[src/design/sto_pkg.sv]
`timescale 1ns / 1ps
// ----------------------------------------------------------------------------
// Session timeout queue package
// Shared types, widths and codes for the sorted deadline store and its cells.
// ----------------------------------------------------------------------------
package sto_pkg;

	localparam int SESSIONS   = 64;
	localparam int SESSION_W  = 6;
	localparam int DEADLINE_W = 32;
	localparam int OPCODE_W   = 2;
	localparam int STATUS_W   = 2;

	// Opcodes
	localparam logic [OPCODE_W-1:0] OP_INSERT = 2'd0;
	localparam logic [OPCODE_W-1:0] OP_REMOVE = 2'd1;
	localparam logic [OPCODE_W-1:0] OP_UPDATE = 2'd2;
	localparam logic [OPCODE_W-1:0] OP_CHECK  = 2'd3;

	// Status codes
	localparam logic [STATUS_W-1:0] ST_OK        = 2'd0;
	localparam logic [STATUS_W-1:0] ST_DUPLICATE = 2'd1;
	localparam logic [STATUS_W-1:0] ST_ABSENT    = 2'd2;

	typedef struct packed {
		logic [OPCODE_W-1:0]          opcode;
		logic [SESSION_W-1:0]         session;
		logic signed [DEADLINE_W-1:0] deadline;
		logic signed [DEADLINE_W-1:0] now;
	} item_t;

	typedef struct packed {
		logic                 expired;
		logic [SESSION_W-1:0] expired_session;
		logic [STATUS_W-1:0]  status;
	} result_t;

	// One stored entry of the chain
	typedef struct packed {
		logic                         valid;
		logic signed [DEADLINE_W-1:0] deadline;
		logic [SESSION_W-1:0]         session;
	} entry_t;

	// Broadcast control from the sequencer to every cell
	typedef struct packed {
		logic find;
		logic remove;
		logic insert;
	} cell_ctrl_t;

endpackage

[src/design/sto_cell.sv]
`timescale 1ns / 1ps
// ----------------------------------------------------------------------------
// Session timeout queue cell
// One slot of the sorted chain: match flag, insert compare and neighbour shift.
// ----------------------------------------------------------------------------
module sto_cell
	import sto_pkg::*;
(
	input  logic                         clk,
	input  logic                         arst_n,
	input  cell_ctrl_t                   ctrl,
	input  logic [SESSION_W-1:0]         key_session,
	input  logic signed [DEADLINE_W-1:0] key_deadline,
	input  entry_t                       prev_entry,
	input  logic                         prev_ge,
	input  entry_t                       next_entry,
	input  logic                         remove_here,
	output entry_t                       entry,
	output logic                         ge,
	output logic                         match_q
);

	logic                         valid_q;
	logic signed [DEADLINE_W-1:0] deadline_q;
	logic [SESSION_W-1:0]         session_q;
	entry_t                       nxt;
	logic                         load;

	assign entry = '{valid: valid_q, deadline: deadline_q, session: session_q};

	// new key goes at or before this slot
	assign ge = !valid_q || (key_deadline <= deadline_q);

	always_comb begin
		nxt  = entry;
		load = 1'b0;
		if (ctrl.remove && remove_here) begin
			// close the gap: take the right neighbour
			nxt  = next_entry;
			load = 1'b1;
		end else if (ctrl.insert) begin
			if (prev_ge) begin
				nxt  = prev_entry;
				load = 1'b1;
			end else if (ge) begin
				nxt  = '{valid: 1'b1, deadline: key_deadline, session: key_session};
				load = 1'b1;
			end
		end
	end

	always_ff @(posedge clk or negedge arst_n) begin
		if (!arst_n) begin
			valid_q <= 1'b0;
			match_q <= 1'b0;
		end else begin
			if (load) begin
				valid_q <= nxt.valid;
			end
			if (ctrl.find) begin
				match_q <= valid_q && (session_q == key_session);
			end
		end
	end

	always_ff @(posedge clk) begin
		if (load) begin
			deadline_q <= nxt.deadline;
			session_q  <= nxt.session;
		end
	end

endmodule

[config.mk]
export PLATFORM = sky130hd
export DESIGN_NAME = sto_cell
export DESIGN_NICKNAME = d
export VERILOG_FILES = /design/src/design/sto_pkg.sv /design/src/design/sto_cell.sv
export SDC_FILE = /design/constraint.sdc
export NUM_CORES = 1
export LEC_CHECK = 0
export ABC_AREA = 1
export BUFFER_PORTS_ARGS = -buffer_cell sky130_fd_sc_hd__buf_2
export CORE_ASPECT_RATIO = 1.1
export CORE_MARGIN = 2
export CORE_UTILIZATION = 30
export DETAILED_ROUTE_END_ITERATION = 8
export PLACE_DENSITY = 0.59
export SLEW_MARGIN = 15
export SYNTH_ARGS = -nofsm -noshare
export SYNTH_HDL_FRONTEND = slang
export SYNTH_SLANG_ARGS = --single-unit
[constraint.sdc]
create_clock -name clk -period 8.5 [get_ports clk]
set_clock_uncertainty 0.15 [all_clocks]
set_input_delay 1.275 -clock clk [delete_from_list [all_inputs] [get_ports clk]]
set_output_delay 1.275 -clock clk [all_outputs]
set_load 0.01 [all_outputs]
# [Word level (Yosys, flattened, before mapping)]
# Index checks and enable logic that the tools add are counted.
[op_classes] n_shift=0 multipliers=0 bitwise_logic=0 n_reduce_logical=7 n_mux=8 n_addsub=0 n_eq_ne=1 div_mod_pow=0 n_lt_le_gt_ge=1
[op_table] operator="$mux W39" count=4
[op_table] operator="$le A32 B32 Y1" count=1
[op_table] operator="$eq A6 B6 Y1" count=1
[op_table] operator="$mux W1" count=4
[op_table] operator="$reduce_and A3 Y1" count=1
[op_table] operator="$reduce_bool A3 Y1" count=1
[op_table] operator="$logic_and A1 B1 Y1" count=2
[op_table] operator="$reduce_bool A2 Y1" count=1
[op_table] operator="$logic_not A1 Y1" count=1
[op_table] operator="$logic_or A1 B1 Y1" count=1
[totals] out_inout_bits=41 elab_cells=21 inputBits=123 latchBits=0 register_bits=40 mem_bits_ro=0 ramBits=0 mem_count=0

# [Logic depth before layout (Yosys ltp)]
[logic_depth] ltp_word=7 ltp_mapped=18

# [Worst setup path before layout]
# Ideal clock, no wire load.
[synth_path] path_type="input port to output port" start="input port key_deadline[21]" end="output port ge" t_arrival_ns=2.348 path_slack_ns=4.727 path_stages=9 path_buffers=0 cell_sequence="ha_1 > a21oi_1 > nor2_1 > nor2_1 > nand3_1 > a21oi_2 > nand2_1 > a21oi_1 > nand2_1"
[synth_via] elab_chain_len=2
[synth_lines] element="start: declaration" line_no="sto_cell.sv:13" rtl="input logic signed [DEADLINE_W-1:0] key_deadline,"
[synth_lines] element="$le A32 B32 Y1" line_no="sto_cell.sv:32" rtl="assign ge = !valid_q || (key_deadline <= deadline_q);"
[synth_lines] element="$logic_or A1 B1 Y1" line_no="sto_cell.sv:32"
[synth_lines] element="end: declaration" line_no="sto_cell.sv:19" rtl="output logic ge,"
# No other way between the ends.

# [Worst setup path after layout]
# Ends and elaborated chain as after synthesis.

==> impl_metrics.env <==
export IMPL_first_global_vias=2894
export IMPL_ys_ff_latch=40
export IMPL_critical_path_class="input pin to output pin"
export IMPL_post_cts_resized=0
export IMPL_postCtsSetupBuffers=0
export IMPL_start_util=0.305
export IMPL_grtUsageTotal=0.151
export IMPL_worstHoldStart="match_q"
export IMPL_fin_nets=697
export IMPL_placementRows=38
export IMPL_hpwl_microns=6150
export IMPL_dieArea_sq_mm=0.0108
export IMPL_seq_area_sq_mm=0.00119
export IMPL_first_iter_violations=92
export IMPL_yosys_warnings=0
export IMPL_area_growth_pct=32.9
export IMPL_hold_path_class="register to register"
export IMPL_nFillCells=1046
export IMPL_synth_avg_cell_area_sq_um=7.72
export IMPL_clkLatencyLatePin_ps=300
export IMPL_post_place_cells=655
export IMPL_wl_microns=8110
export IMPL_preCtsSetupSlack_ps=4290
export IMPL_grt_pass1_wl_microns=13000
export IMPL_multi_input_area_sq_mm=0.00153
export IMPL_worstReg2RegEnd="deadline_q[10]"
export IMPL_synth_seq_area_share=0.398
export IMPL_ir_worst_vdd_v=0.0000574
export IMPL_min_to="match_q"
export IMPL_slew_headroom=0.336
export IMPL_fin_crit_sh=0.489
export IMPL_num_vias=3065
export IMPL_worst_slew_pin_slew_ps=993
export IMPL_grt_max_degree=81
export IMPL_synth_fp_nets=542
export IMPL_synth_area_leader_cell="edfxtp_1"
export IMPL_dr_pass1_iters=4
export IMPL_synth_distinct_cells=26
export IMPL_cts_tree="yes"
export IMPL_place_congestion=0.768
export IMPL_holdWs_ps=352
export IMPL_critPathLaunchType="input pin"
export IMPL_async_reset_ff_frac=0.0500
export IMPL_io_buffers=163
export IMPL_antenna_found_initial=0
export IMPL_hold_path_depth=2
export IMPL_vias_per_cell=4.62
export IMPL_worstPathRequired_ps=7070
export IMPL_path_max_fanout=2
export IMPL_holdBufCountCts=0
export IMPL_synth_area_leaders="edfxtp_1 38%, nand2_1 15%, ha_1 13%"
export IMPL_r2r_start="deadline_q[21]"
export IMPL_powerDensity_mw_per_mm2=144
export IMPL_synth_edf_count=38
export IMPL_rsz0062_at_grt="no"
export IMPL_cts_made_buffers=5
export IMPL_end_kind="output pin"
export IMPL_cp_slowest_cell="ha_1"
export IMPL_syn_area_sq_mm=0.00299
export IMPL_fp_dieW_microns=99.2
export IMPL_finalSetupViolCount=0
export IMPL_fin_util=0.406
export IMPL_reg2reg_slack_ps=5640
export IMPL_cts_path_max_buffers=2
export IMPL_fin_cells=663
export IMPL_synth_top_area_frac=0.382
export IMPL_cts_root_buf="clkbuf_8"
export IMPL_worst_r2r_path_depth=11
export IMPL_crit_arrival_ps=2730
export IMPL_finalSetupTns_ps=0
export IMPL_max_stage_delay_ps=310
export IMPL_placedInstanceArea_sq_mm=0.00388
export IMPL_final_area_sq_mm=0.00397
export IMPL_cts_sinks=40
export IMPL_diodes=0
export IMPL_synthTopCellsByCount="121 x nand2_1, 49 x nor2_1, 45 x inv_1"
export IMPL_path_clk_slew_ps=80
export IMPL_cts_max_level=2
export IMPL_status="finished clean"
export IMPL_cp_num_buf_inv=2
export IMPL_overflow=0
export IMPL_fin_total_pwr_uw=572
export IMPL_maxSlewViolCount=0
export IMPL_crit_chain="buf_2 -> ha_1 -> a21oi_1 -> nor2_1 -> nor2_1 -> nand3_1 -> a21oi_2 -> nand2_1 -> a21oi_1 -> nand2_1 -> buf_2"
export IMPL_cpLargestDelayFamily="compound AO/OA/AOI/OAI gates"
export IMPL_die_h_microns=109
export IMPL_top_level_ports=164
export IMPL_min_period_ps=4160
export IMPL_synth_most_common_cell="nand2_1"
export IMPL_ant_nets=0
export IMPL_hold_viol=0
export IMPL_wl_per_cell_microns=12.2
export IMPL_synth_cells=387
export IMPL_setup_ws_ps=4340
export IMPL_leakagePower_nw=2.10
export IMPL_max_freq_mhz=241
export IMPL_synth_ff_type="edfxtp_1"
export IMPL_drc_errors=0
export IMPL_drive_gt1_frac=0.330
export IMPL_core_area_sq_mm=0.00979
export IMPL_worstSetupStartpoint="key_deadline[21]"
export IMPL_cap_violations=0
[sequential cells by signal, indices dropped and copies added, names as in the netlist]
signal,cells
valid_q,1
match_q,1
session_q,6
deadline_q,32
[routing by layer]
| layer | share of wire | GRT usage | vias to the layer above | wire (microns) |
|---|---|---|---|---|
| met5 | 0 | 0 | - | 0 |
| met4 | 0.010 | 0.0411 | 0 | 82 |
| met3 | 0.071 | 0.0423 | 5 | 577 |
| met2 | 0.48 | 0.268 | 100 | 3930 |
| met1 | 0.43 | 0.178 | 1362 | 3520 |
| li1 | - | - | 1598 | - |
[worst reg2reg max path: stages, from the launching register on]
cell      delay, ps
edfxtp_1        400
inv_1            80
ha_1            240
a21oi_1         160
nor2_1           60
nor2_1           80
nand3_1         110
a21oi_2         160
nand3_1         130
nand4_1         100
nand2_1          90
nand2_2         740
[placed cells by master, fill, tap and decap left out]
cell and n:
clkinv_1 1, o21ai_0 5, inv_1 45, xor2_1 2, buf_2 163, edfxtp_1 38
inv_2 1, a31oi_1 38, nor3_1 1, a21o_1 1, clkbuf_1 2, o21a_2 1
nor2_1 49, dfrtp_1 2, a21oi_2 1, nand2_2 3, a21oi_1 14, nand2_1 120
nor2_2 2, buf_4 2, ha_1 32, xnor2_1 3, clkbuf_8 6, nand3_1 6
nand4_1 5
[area by class of cell]
class | count | area share
multi-input cells | 283 | 0.386
flip-flops and latches | 40 | 0.300
repair buffers | 165 | 0.209
inverters | 47 | 0.0444
well taps | 120 | 0.0378
clock buffers | 8 | 0.0227
[report_power, final]
group | internal, mW | total (mW) | switching [mW] | leakage, nW
sequential | 0.246 | 0.258 | 0.0122 | 0.402
clock | 0.0663 | 0.136 | 0.0698 | 0.0455
combinational | 0.0766 | 0.178 | 0.101 | 1.65
[worst max path at each step]
stage / to / slack (ps) / cells past startpoint
global placement: ge / 4310 / 11
finish: ge / 4340 / 11
global route: ge / 4120 / 11
floorplan: ge / 4730 / 9
detailed placement: ge / 4290 / 12
CTS: ge / 4280 / 12
[kinds of logic (layout without fill, tap and decap cells)]
| logic type | after synthesis | after routing | share of synthesized area |
|---|---|---|---|
| and+or+nand+nor | 186 | 186 | 0.244 |
| buffers and inverters | 64 | 220 | 0.0892 |
| AOI/OAI and AO/OA | 60 | 60 | 0.120 |
| DFF | 40 | 40 | 0.398 |
| adders and majority gates | 32 | 32 | 0.134 |
| xor gates and xnor gates | 5 | 5 | 0.0147 |
(Power assumes the default switching activity.)
